==> config.mk <==
export PLATFORM = sky130hd
export DESIGN_NAME = bounded_fifo_with_drop_policy_top
export DESIGN_NICKNAME = d
export VERILOG_FILES = /design/src/hw/rtl/bfdp_pkg.sv /design/src/hw/rtl/bfdp_ctrl.sv /design/src/hw/rtl/bfdp_datapath.sv /design/src/hw/rtl/bounded_fifo_with_drop_policy_top.sv
export SDC_FILE = /design/constraint.sdc
export NUM_CORES = 2
export LEC_CHECK = 0
export ABC_AREA = 0
export BUFFER_PORTS_ARGS = -buffer_cell sky130_fd_sc_hd__buf_2
export CAP_MARGIN = 20
export CORE_ASPECT_RATIO = 1.1
export CORE_MARGIN = 4
export CORE_UTILIZATION = 58
export CTS_BUF_LIST = sky130_fd_sc_hd__clkbuf_8
export CTS_CLUSTER_SIZE = 40
export DETAILED_ROUTE_END_ITERATION = 7
export PLACE_DENSITY = 0.76
export SLEW_MARGIN = 20
export SYNTH_ARGS = -nofsm -noshare
export SYNTH_HDL_FRONTEND = slang
export SYNTH_SLANG_ARGS = --single-unit
==> constraint.sdc <==
create_clock -name clk -period 12.8 [get_ports clk]
set_input_delay 0.64 -clock clk [delete_from_list [all_inputs] [get_ports clk]]
set_output_delay 0.64 -clock clk [all_outputs]
set_load 0.01 [all_outputs]
==> src/hw/rtl/bfdp_pkg.sv <==
package bfdp_pkg;

  localparam int DEPTH            = 16;
  localparam int SLOT_BYTES       = 8;
  localparam int DROP_COUNT_WIDTH = 32;

  localparam int PTR_W  = $clog2(DEPTH);
  localparam int CNT_W  = PTR_W + 1;
  localparam int DATA_W = 8 * SLOT_BYTES;
  localparam int LEN_W  = 4;
  localparam int META_W = 64;
  localparam int CFG_W  = 5;
  localparam int CAP_W  = 5;

  localparam logic CFG_CAPACITY   = 1'b0;
  localparam logic CFG_SLOT_BYTES = 1'b1;

  localparam logic [1:0] POL_BLOCK       = 2'd0;
  localparam logic [1:0] POL_DROP_NEWEST = 2'd1;
  localparam logic [1:0] POL_DROP_OLDEST = 2'd2;

  typedef enum logic [1:0] {
    ACT_PUSH  = 2'd0,
    ACT_POP   = 2'd1,
    ACT_CLOSE = 2'd2,
    ACT_STOP  = 2'd3
  } action_t;

  typedef enum logic [2:0] {
    ST_OK            = 3'd0,
    ST_DROPPED       = 3'd1,
    ST_ERROR         = 3'd2,
    ST_WOULD_BLOCK   = 3'd3,
    ST_END_OF_STREAM = 3'd4
  } status_t;

  typedef enum logic [1:0] {
    S_IDLE,
    S_EXEC,
    S_REPLY
  } state_t;

  typedef struct packed {
    action_t             action;
    logic [1:0]          policy;
    logic [DATA_W-1:0]   payload;
    logic [LEN_W-1:0]    byte_length;
    logic [META_W-1:0]   meta_word;
    logic                meta_present;
  } cmd_t;

  typedef struct packed {
    status_t                     status;
    logic [DATA_W-1:0]           out_payload;
    logic [LEN_W-1:0]            out_length;
    logic [META_W-1:0]           out_meta;
    logic                        out_meta_present;
    logic [CNT_W-1:0]            fill_count;
    logic [CNT_W-1:0]            peak_fill;
    logic [DROP_COUNT_WIDTH-1:0] drops_total;
    logic                        writer_done;
  } res_t;

  typedef struct packed {
    logic load;
    logic exec;
  } ctl_t;

  typedef struct packed {
    logic [DATA_W-1:0] payload;
    logic [LEN_W-1:0]  length;
    logic [META_W-1:0] meta;
    logic              meta_flag;
  } slot_t;

  function automatic logic [DATA_W-1:0] byte_mask(input logic [LEN_W-1:0] len);
    logic [DATA_W-1:0] m;
    for (int b = 0; b < SLOT_BYTES; b++) begin
      m[8*b +: 8] = (len > LEN_W'(b)) ? 8'hFF : 8'h00;
    end
    return m;
  endfunction

  function automatic logic [PTR_W-1:0] next_ptr(input logic [PTR_W-1:0] p,
                                                input logic [CNT_W-1:0] cap);
    logic [CNT_W-1:0] sum;
    sum = {1'b0, p} + CNT_W'(1);
    return (sum >= cap) ? '0 : sum[PTR_W-1:0];
  endfunction

endpackage

==> src/hw/rtl/bfdp_ctrl.sv <==
module bfdp_ctrl (
  input  logic            clk,
  input  logic            rst,
  input  logic            start,
  output logic            busy,
  output logic            done,
  output bfdp_pkg::ctl_t  ctl
);

  bfdp_pkg::state_t state, state_next;

  always_ff @(posedge clk) begin
    if (rst) begin
      state <= bfdp_pkg::S_IDLE;
    end else begin
      state <= state_next;
    end
  end

  always_comb begin
    state_next = state;
    unique case (state)
      bfdp_pkg::S_IDLE: begin
        if (start) state_next = bfdp_pkg::S_EXEC;
      end
      bfdp_pkg::S_EXEC: begin
        state_next = bfdp_pkg::S_REPLY;
      end
      bfdp_pkg::S_REPLY: begin
        state_next = start ? bfdp_pkg::S_EXEC : bfdp_pkg::S_IDLE;
      end
      default: begin
        state_next = bfdp_pkg::S_IDLE;
      end
    endcase
  end

  // The result is presented while a new beat may already be taken.
  always_comb begin
    busy     = (state == bfdp_pkg::S_EXEC);
    done     = (state == bfdp_pkg::S_REPLY);
    ctl.load = start && (state != bfdp_pkg::S_EXEC);
    ctl.exec = (state == bfdp_pkg::S_EXEC);
  end

endmodule

==> src/hw/rtl/bfdp_datapath.sv <==
module bfdp_datapath (
  input  logic                        clk,
  input  logic                        rst,
  input  bfdp_pkg::ctl_t              ctl,
  input  bfdp_pkg::cmd_t              cmd,
  input  logic                        cfg_we,
  input  logic                        cfg_index,
  input  logic [bfdp_pkg::CFG_W-1:0]  cfg_data,
  output bfdp_pkg::res_t              result
);

  bfdp_pkg::slot_t mem [bfdp_pkg::DEPTH];
  bfdp_pkg::slot_t rd_slot;
  bfdp_pkg::slot_t wr_slot;
  bfdp_pkg::cmd_t  cmd_q;

  logic [bfdp_pkg::PTR_W-1:0]            wr_ptr;
  logic [bfdp_pkg::PTR_W-1:0]            rd_ptr;
  logic [bfdp_pkg::CNT_W-1:0]            occupancy;
  logic [bfdp_pkg::CNT_W-1:0]            occupancy_next;
  logic [bfdp_pkg::CNT_W-1:0]            peak;
  logic [bfdp_pkg::CNT_W-1:0]            capacity;
  logic [bfdp_pkg::LEN_W-1:0]            slot_bytes;
  logic [bfdp_pkg::DROP_COUNT_WIDTH-1:0] drops;
  logic                                  closed;
  logic                                  stopped;
  bfdp_pkg::status_t                     status_q;
  bfdp_pkg::status_t                     status_next;
  logic                                  pop_ok;

  logic full;
  logic do_write;
  logic do_evict;
  logic do_pop;
  logic do_drop;

  logic [bfdp_pkg::CAP_W-1:0] cap_raw;
  logic [bfdp_pkg::CNT_W-1:0] cap_clamped;
  logic [bfdp_pkg::LEN_W-1:0] sb_raw;
  logic [bfdp_pkg::LEN_W-1:0] sb_clamped;

  assign full = (occupancy >= capacity);

  always_comb begin
    status_next = bfdp_pkg::ST_OK;
    do_write    = 1'b0;
    do_evict    = 1'b0;
    do_pop      = 1'b0;
    do_drop     = 1'b0;
    unique case (cmd_q.action)
      bfdp_pkg::ACT_PUSH: begin
        // The length check and the stopped check share one condition; either gives an error.
        priority if ((cmd_q.byte_length > slot_bytes) || stopped) begin
          status_next = bfdp_pkg::ST_ERROR;
        end else if (full && (cmd_q.policy != bfdp_pkg::POL_DROP_NEWEST)
                          && (cmd_q.policy != bfdp_pkg::POL_DROP_OLDEST)) begin
          status_next = bfdp_pkg::ST_WOULD_BLOCK;
        end else if (full && (cmd_q.policy == bfdp_pkg::POL_DROP_NEWEST)) begin
          status_next = bfdp_pkg::ST_DROPPED;
          do_drop     = 1'b1;
        end else begin
          do_write = 1'b1;
          do_evict = full;
          do_drop  = full;
        end
      end
      bfdp_pkg::ACT_POP: begin
        priority if (stopped) begin
          status_next = bfdp_pkg::ST_ERROR;
        end else if (occupancy == '0) begin
          status_next = closed ? bfdp_pkg::ST_END_OF_STREAM : bfdp_pkg::ST_WOULD_BLOCK;
        end else begin
          do_pop = 1'b1;
        end
      end
      bfdp_pkg::ACT_CLOSE,
      bfdp_pkg::ACT_STOP: begin
        status_next = bfdp_pkg::ST_OK;
      end
      default: begin
        status_next = bfdp_pkg::ST_OK;
      end
    endcase
  end

  // Evicting the oldest entry and storing the new one leave the fill unchanged.
  always_comb begin
    occupancy_next = occupancy;
    if (do_write && !do_evict) occupancy_next = occupancy + bfdp_pkg::CNT_W'(1);
    if (do_pop)                occupancy_next = occupancy - bfdp_pkg::CNT_W'(1);
  end

  always_comb begin
    wr_slot.payload   = cmd_q.payload & bfdp_pkg::byte_mask(cmd_q.byte_length);
    wr_slot.length    = cmd_q.byte_length;
    wr_slot.meta      = cmd_q.meta_present ? cmd_q.meta_word : '0;
    wr_slot.meta_flag = cmd_q.meta_present;
  end

  always_comb begin
    cap_raw = cfg_data[bfdp_pkg::CAP_W-1:0];
    priority if (cap_raw == '0) begin
      cap_clamped = bfdp_pkg::CNT_W'(1);
    end else if (int'(cap_raw) > bfdp_pkg::DEPTH) begin
      cap_clamped = bfdp_pkg::CNT_W'(bfdp_pkg::DEPTH);
    end else begin
      cap_clamped = bfdp_pkg::CNT_W'(cap_raw);
    end
    sb_raw = cfg_data[bfdp_pkg::LEN_W-1:0];
    priority if (sb_raw == '0) begin
      sb_clamped = bfdp_pkg::LEN_W'(1);
    end else if (int'(sb_raw) > bfdp_pkg::SLOT_BYTES) begin
      sb_clamped = bfdp_pkg::LEN_W'(bfdp_pkg::SLOT_BYTES);
    end else begin
      sb_clamped = sb_raw;
    end
  end

  always_ff @(posedge clk) begin
    if (ctl.load) begin
      cmd_q <= cmd;
    end
  end

  always_ff @(posedge clk) begin
    if (ctl.exec && do_write) begin
      mem[wr_ptr] <= wr_slot;
    end
    if (ctl.exec) begin
      rd_slot <= mem[rd_ptr];
    end
  end

  always_ff @(posedge clk) begin
    if (rst) begin
      wr_ptr     <= '0;
      rd_ptr     <= '0;
      occupancy  <= '0;
      peak       <= '0;
      drops      <= '0;
      closed     <= 1'b0;
      stopped    <= 1'b0;
      capacity   <= bfdp_pkg::CNT_W'(bfdp_pkg::DEPTH);
      slot_bytes <= bfdp_pkg::LEN_W'(bfdp_pkg::SLOT_BYTES);
      status_q   <= bfdp_pkg::ST_OK;
      pop_ok     <= 1'b0;
    end else if (cfg_we) begin
      if (cfg_index == bfdp_pkg::CFG_CAPACITY) begin
        // A new capacity empties the queue; statistics and flags survive.
        capacity  <= cap_clamped;
        wr_ptr    <= '0;
        rd_ptr    <= '0;
        occupancy <= '0;
      end else begin
        slot_bytes <= sb_clamped;
      end
    end else if (ctl.exec) begin
      status_q  <= status_next;
      pop_ok    <= do_pop;
      occupancy <= occupancy_next;
      if (do_write) wr_ptr <= bfdp_pkg::next_ptr(wr_ptr, capacity);
      if (do_evict || do_pop) rd_ptr <= bfdp_pkg::next_ptr(rd_ptr, capacity);
      if (occupancy_next > peak) peak <= occupancy_next;
      if (do_drop && (drops != '1)) drops <= drops + bfdp_pkg::DROP_COUNT_WIDTH'(1);
      if (cmd_q.action == bfdp_pkg::ACT_CLOSE) closed <= 1'b1;
      if (cmd_q.action == bfdp_pkg::ACT_STOP) stopped <= 1'b1;
    end
  end

  always_comb begin
    result.status           = status_q;
    result.out_payload      = pop_ok ? rd_slot.payload : '0;
    result.out_length       = pop_ok ? rd_slot.length : '0;
    result.out_meta         = pop_ok ? rd_slot.meta : '0;
    result.out_meta_present = pop_ok && rd_slot.meta_flag;
    result.fill_count       = occupancy;
    result.peak_fill        = peak;
    result.drops_total      = drops;
    result.writer_done      = closed;
  end

endmodule

==> src/hw/rtl/bounded_fifo_with_drop_policy_top.sv <==
// A beat accepted by start is registered, executed in the execute state, and has its result on
// the result port in the reply state, marked by done for that single cycle.
// No new beat is accepted while busy is high in the execute state.
// A new beat may be accepted in the same cycle that done is high.
// Reset (rst, synchronous) empties the queue, clears statistics and flags, and restores
// full capacity and full slot size; slot contents are not cleared.
module bounded_fifo_with_drop_policy_top (
  input  logic                        clk,
  input  logic                        rst,
  input  logic                        start,
  output logic                        busy,
  input  bfdp_pkg::cmd_t              cmd,
  output logic                        done,
  output bfdp_pkg::res_t              result,
  input  logic                        cfg_we,
  input  logic                        cfg_index,
  input  logic [bfdp_pkg::CFG_W-1:0]  cfg_data
);

  bfdp_pkg::ctl_t ctl;

  bfdp_ctrl u_ctrl (
    .clk   (clk),
    .rst   (rst),
    .start (start),
    .busy  (busy),
    .done  (done),
    .ctl   (ctl)
  );

  bfdp_datapath u_datapath (
    .clk       (clk),
    .rst       (rst),
    .ctl       (ctl),
    .cmd       (cmd),
    .cfg_we    (cfg_we),
    .cfg_index (cfg_index),
    .cfg_data  (cfg_data),
    .result    (result)
  );

endmodule

Word level (Yosys, flattened, before mapping)
Memories as Yosys holds them, arrays and structs flattened. A register that Yosys moved wholly into a read port is not among the register bits.
Cells that the tools add are included.
Storage, ports and cells
  memories: 1
  register bits: 204
  bits in writable memories: 2128
  logic and storage cells: 141
  bits in latches: 0
  memory bits (read-only): 0
Operators by class
  multipliers: 0
  bitwise operators: 3
  divide/modulo/power cells: 0
  $add $sub $neg: 5
  $lt $le $gt $ge: 15
  shift-type cells: 0
  reductions and logical operators: 30
  eq/ne operators: 12
  multiplexer cells: 57
Memory list
  u_datapath.mem: depth 16, width 133, rd ports 1, clocked after Yosys merged registers in 1, write ports 1, RTL line bfdp_datapath.sv:12  | bfdp_pkg::slot_t mem [bfdp_pkg::DEPTH];
Operators by type and width (number)
  2-to-1 mux 64 bit: 3
  AND 64 bit: 1
  2-to-1 mux 8 bit: 8
  2-to-1 mux 4 bit: 12
  2-to-1 mux 5 bit: 7
  adder 32 x 1 -> 32 bit, second input constant: 1
  inequality test 32 bit, second input constant: 1
  2-to-1 mux 1 bit: 19
  AND reduction 3 bit: 6
  > comparator 4 x 3 -> 1 bit, second input constant: 4
  >= comparator 5 bit: 3
  2-to-1 mux 3 bit: 5
  adder 4 x 1 -> 5 bit, second input constant: 2
  logical NOT 5 bit: 2
  case mux 3 bit (3 select lines): 1
  > comparator 4 x 1 -> 1 bit, second input constant: 2
  > comparator 4 x 2 -> 1 bit, second input constant: 2
  logical AND 1 bit: 8
  AND reduction 2 bit: 4
  equality test 2 x 1 -> 1 bit, second input constant: 3
  equality test 2 bit, second input constant: 3
  inequality test 2 bit, second input constant: 3
  case mux 2 bit (3 select lines): 1
  nonzero test 2 bit: 3
  other kinds (14): 18

Longest topological paths before layout
  depth in word-level cells: 12
  depth in mapped cells: 17
  depth with buffers taken out: 16

Modules after synthesis
A second synthesis with hierarchy kept.
Unflattened totals
  cell total of the unflattened synthesis: 4091
  area total of the unflattened synthesis: 93830.0 µm²
Modules (own cells, without submodules)
  bfdp_datapath: times used 1, area each 93748.7 µm², cells an instance 4082
  bfdp_ctrl: times used 1, area each 81.3 µm², cells an instance 9

Worst setup path before layout
OpenSTA, ideal clock, no wires.
  path type: reg-to-reg
  from: register u_datapath.cmd_q[68] (netlist name)
  to: memory u_datapath.mem[0][0] (netlist name) (enable)
  data arrival time: 11.299 ns
  stages on the path, launching flop included: 9
  slack: 0.713 ns
  clock period less this slack: 12.087 ns
  setup time: 0.788 ns
  required time: 12.012 ns
  cells stage by stage: edfxtp_1 ha_1 nand3_2 or4_4 and2_1 buf_6 a211oi_1 nand2_1 nor3_1
Between the ends
  longest elaborated chain between the ends: 7
Ends and longest elaborated chain
  start: declaration: RTL line bfdp_datapath.sv:15  | bfdp_pkg::cmd_t cmd_q;
  start signal: assignment: RTL line bfdp_datapath.sv:121  | cmd_q <= cmd;
  > comparator 4 bit: RTL line bfdp_datapath.sv:53  | priority if ((cmd_q.byte_length > slot_bytes) || stopped) begin
  logical OR 1 bit: RTL line bfdp_datapath.sv:53
  2-to-1 mux 1 bit: RTL line bfdp_datapath.sv:53
  2-to-1 mux 1 bit: RTL line bfdp_datapath.sv:50  | unique case (cmd_q.action)
  logical AND 1 bit: RTL line bfdp_datapath.sv:126  | if (ctl.exec && do_write) begin
  2-to-1 mux 1 bit: RTL line bfdp_datapath.sv:126
  2-to-1 mux 1 bit (implied by the code): RTL line bfdp_datapath.sv:127  | mem[wr_ptr] <= wr_slot;
  end: declaration: RTL line bfdp_datapath.sv:12
Every way passes these cells.

Worst setup path in the final report
  from: register u_datapath.cmd_q[65] (netlist name)
  to: memory u_datapath.mem[8][28] (netlist name) (enable)
The elaborated chain is that of the path after synthesis.

==> metrics.yaml <==
cts:
  clock-sinks: 2465
  clk_pin_slew_ns: 0.07
  cts_tree: "yes"
  clockBufferDepth: 4
  insertion_delay_ns: 1.06
  cts_setup_buffers: 0
  cts.root.buffer_cell: "clkbuf_8"
  cts_buffers: 380
  htreeDepth: 5
  cts_resized: 0
synthesis:
  yosys_warnings: 0
  synthArstFlopShare_pct: 0
  synth_edf_count: 2398
  ys.flop_type: "edfxtp_1"
  postSynthAreaPerCell_um2: 23.0
  netlist_instances: 4073
  synth_area_mm2: 0.0935
  synth.largest_area_cell: "edfxtp_1"
  ys_seq_elements: 2465
  yosysTopAreaCellShare_pct: 77.0
  yosysSeqAreaShare_pct: 78.4
  synth_nets: 4252
  ys_types: 59
  ys_top_cells_by_area: "edfxtp_1 77%, mux4_2 16%, and2_1 1.4%"
power_and_ir_drop:
  power.share.switching_pct: 20.6
  clock_power_share_pct: 38.6
  pwr-share-seq_pct: 59.5
  p_leak_nw: 33.8
  power.density_mw_per_mm2: 142
  pwr-share-comb_pct: 1.9
  net-switching-power_mw: 3.11
  p_int_mw: 12.0
  vdd_drop_max_mv: 0.0777
floorplanning:
  rows: 154
  ioPinCount: 328
  die_w_um: 391
  core_mm2: 0.160
  die_y_um: 429
  initial_utilization_pct: 58.4
  die-area_mm2: 0.168
route:
  via_per_inst: 6.20
  wl_um: 205000
  wire_per_inst_um: 28.6
  drt_iter0_markers: 5359
  vias: 44464
  drt-pass1-iter-count: 5
  drc: 0
  antenna_left: 0
critical_path:
  path_class: "reg -> reg"
  crit_fanout: 50
  cp_slowest_cell: "buf_4"
  critPathLaunchType: "register"
  critPathRequiredTime_ns: 13.42
  r2r_end: "u_datapath.mem[8][28]"
  critPathMaxStageDelay_ns: 0.90
  worstReg2RegStart: "u_datapath.cmd_q[65]"
  reg2regPathDepth: 11
  r2r_slack_ns: 6.70
  arrival_ns: 6.72
  worstPathCellList: "inv_1 > ha_1 > nand2b_1 > or4_4 > and2_1 > a211oi_1 > nand2_1 > nor2_4 > buf_4 > buf_4 > buf_4"
  cpMostUsedCell: "buf_4"
  cp-end-kind: "register"
placed_design:
  dp_hpwl_um: 103000
  port_buffers: 327
  globalplace.congestion: 0.807
  pre_cts_ws_ns: 6.78
global_routing:
  grt_pass1_vias: 46386
  grtUsageMet3_pct: 5.15
  grtUsageMet2_pct: 39.1
  grt_usage_pct: 24.9
  grt_max_degree: 155
  globalRouteMet1Util_pct: 35.5
  antenna_found_initial: 14
  grt_first_pass_wirelength_um: 305000
  grt_busiest_layer: "met2"
  grt-ovfl-total: 0
layout:
  layout.nets: 4983
  regArea_mm2: 0.0734
  area_growth_pct: 13.3
  mostFrequentLayoutCell: "edfxtp_1"
  fillCellCount: 9789
  multi_input_area_mm2: 0.0194
  drive_above_1_share_pct: 30.2
  final_cell_mix: "2398 x edfxtp_1, 650 x mux4_2, 385 x clkbuf_8, 327 x buf_2, 214 x and2_1"
sta:
  fmax_ghz: 0.164
  period_needed_ns: 6.10
  final-max-slew-violation-count: 0
  hold_viol: 0
  setup_tns_ns: 0
  period_share_pct: 47.6
  setup_violations: 0
  tightestPinTransition_ns: 1.10
  rsz0062_at_grt: "false"
  skew_ns: 0.0691
  setup_slack_ns: 6.70
  max-slew-margin-rel_pct: 26.2
job:
  cap_viol_max_count: 0
worst_hold_path:
  hp-class: "in -> reg"
  min_path_cells: 3
  min_to: "u_datapath.slot_bytes[3]"
  hp-start: "cfg_we"
status:
  outcome: "completed"
## registers in the layout, indices dropped and copies added, names as in the netlist, 5 cells and up
signal,cells
u_datapath.mem,2128
u_datapath.cmd_q,137
u_datapath.rd_slot,133
u_datapath.drops,32
u_datapath.capacity,5
u_datapath.occupancy,5
u_datapath.peak,5
## per-stage QoR
stage | hold slack, ns | util, % | area [µm²] | cells | total power [mW]
3_3_place_gp | 0.430 | 61.1 | 97900 | 6382 | 9.38
2_1_floorplan | 0.423 | - | 93500 | 4073 | 9.25
6_report | 0.173 | 66.2 | 106000 | 7173 | 15.1
5_1_grt | 0.134 | 66.2 | 106000 | 7166 | 15.6
4_1_cts | 0.0484 | 66.1 | 106000 | 7163 | 15.2
3_5_place_dp | 0.445 | 61.1 | 97900 | 6382 | 9.39
## Yosys cell counts (3+ instances only)
cell type	n
nand2b_1	10
a21oi_1	54
o21a_1	5
dfxtp_1	67
xor2_1	13
or3b_1	3
nand4_1	18
and3_1	10
a211oi_1	21
a211o_1	3
o21ai_0	21
nor2_1	80
or3_1	14
buf_1	34
nand2_1	39
a31oi_1	7
mux4_2	650
nor3b_1	7
inv_1	27
and2_1	215
a311oi_1	3
ha_1	32
nor4_1	5
xnor2_1	16
nor3_1	18
mux2i_1	16
clkbuf_1	144
nand3_1	20
buf_2	19
nor2b_1	68
edfxtp_1	2398
## final cells by class
cell class	count	area share [%]
inverters	27	0.100
diodes	10	0.0236
well taps	2106	2.49
clock buffers	385	5.00
flip-flops and latches	2465	69.3
multi-input cells	1382	18.3
repair buffers	548	3.64
clock inverters	250	1.18
## power by group through the flow
stage | Sequential [mW] | Combinational [mW] | Clock, mW
floorplan | 9.12 | 0.136 | 0
global placement | 9.13 | 0.241 | 0
detailed placement | 9.13 | 0.255 | 0
CTS | 8.97 | 0.290 | 5.92
global route | 8.96 | 0.320 | 6.33
finish | 8.96 | 0.292 | 5.81
## worst max path at each step
stage,startpoint,endpoint,depth (start not counted)
finish,u_datapath.cmd_q[65],u_datapath.mem[8][28],11
global route,u_datapath.cmd_q[65],u_datapath.mem[8][57],11
CTS,u_datapath.cmd_q[65],u_datapath.mem[8][57],11
detailed placement,u_datapath.cmd_q[65],u_datapath.mem[8][7],11
global placement,u_datapath.cmd_q[65],u_datapath.mem[8][3],11
floorplan,u_datapath.cmd_q[68],u_datapath.mem[0][0],8
## critical path: cells and delay by family (launching register included)
kind / cells / cell delay, ns
flops: 1 / 0.87
simple gates: 5 / 1.31
fa+ha+maj: 1 / 0.33
buf+inv: 4 / 2.51
compound gates: 1 / 0.55
## what timing repair did
item,in CTS,in global routing
setup endpoints to repair,0,0
hold buffers,146,0
hold endpoints to repair,147,0
## cell families after synthesis
group	Yosys count	synth area share, %
xor+xnor	29	0.272
simple gates	522	3.18
compound gates	133	0.903
mux	666	15.8
flops	2465	78.4
buf+inv	226	0.945
fa+ha+maj	32	0.428
## routing by layer
metal	wire [µm]	share of wire (%)
met5	0	0
met4	6770	3.3
met3	18300	8.9
met2	100000	49
met1	79800	39
Note: power is estimated with default switching activity, not from simulation.
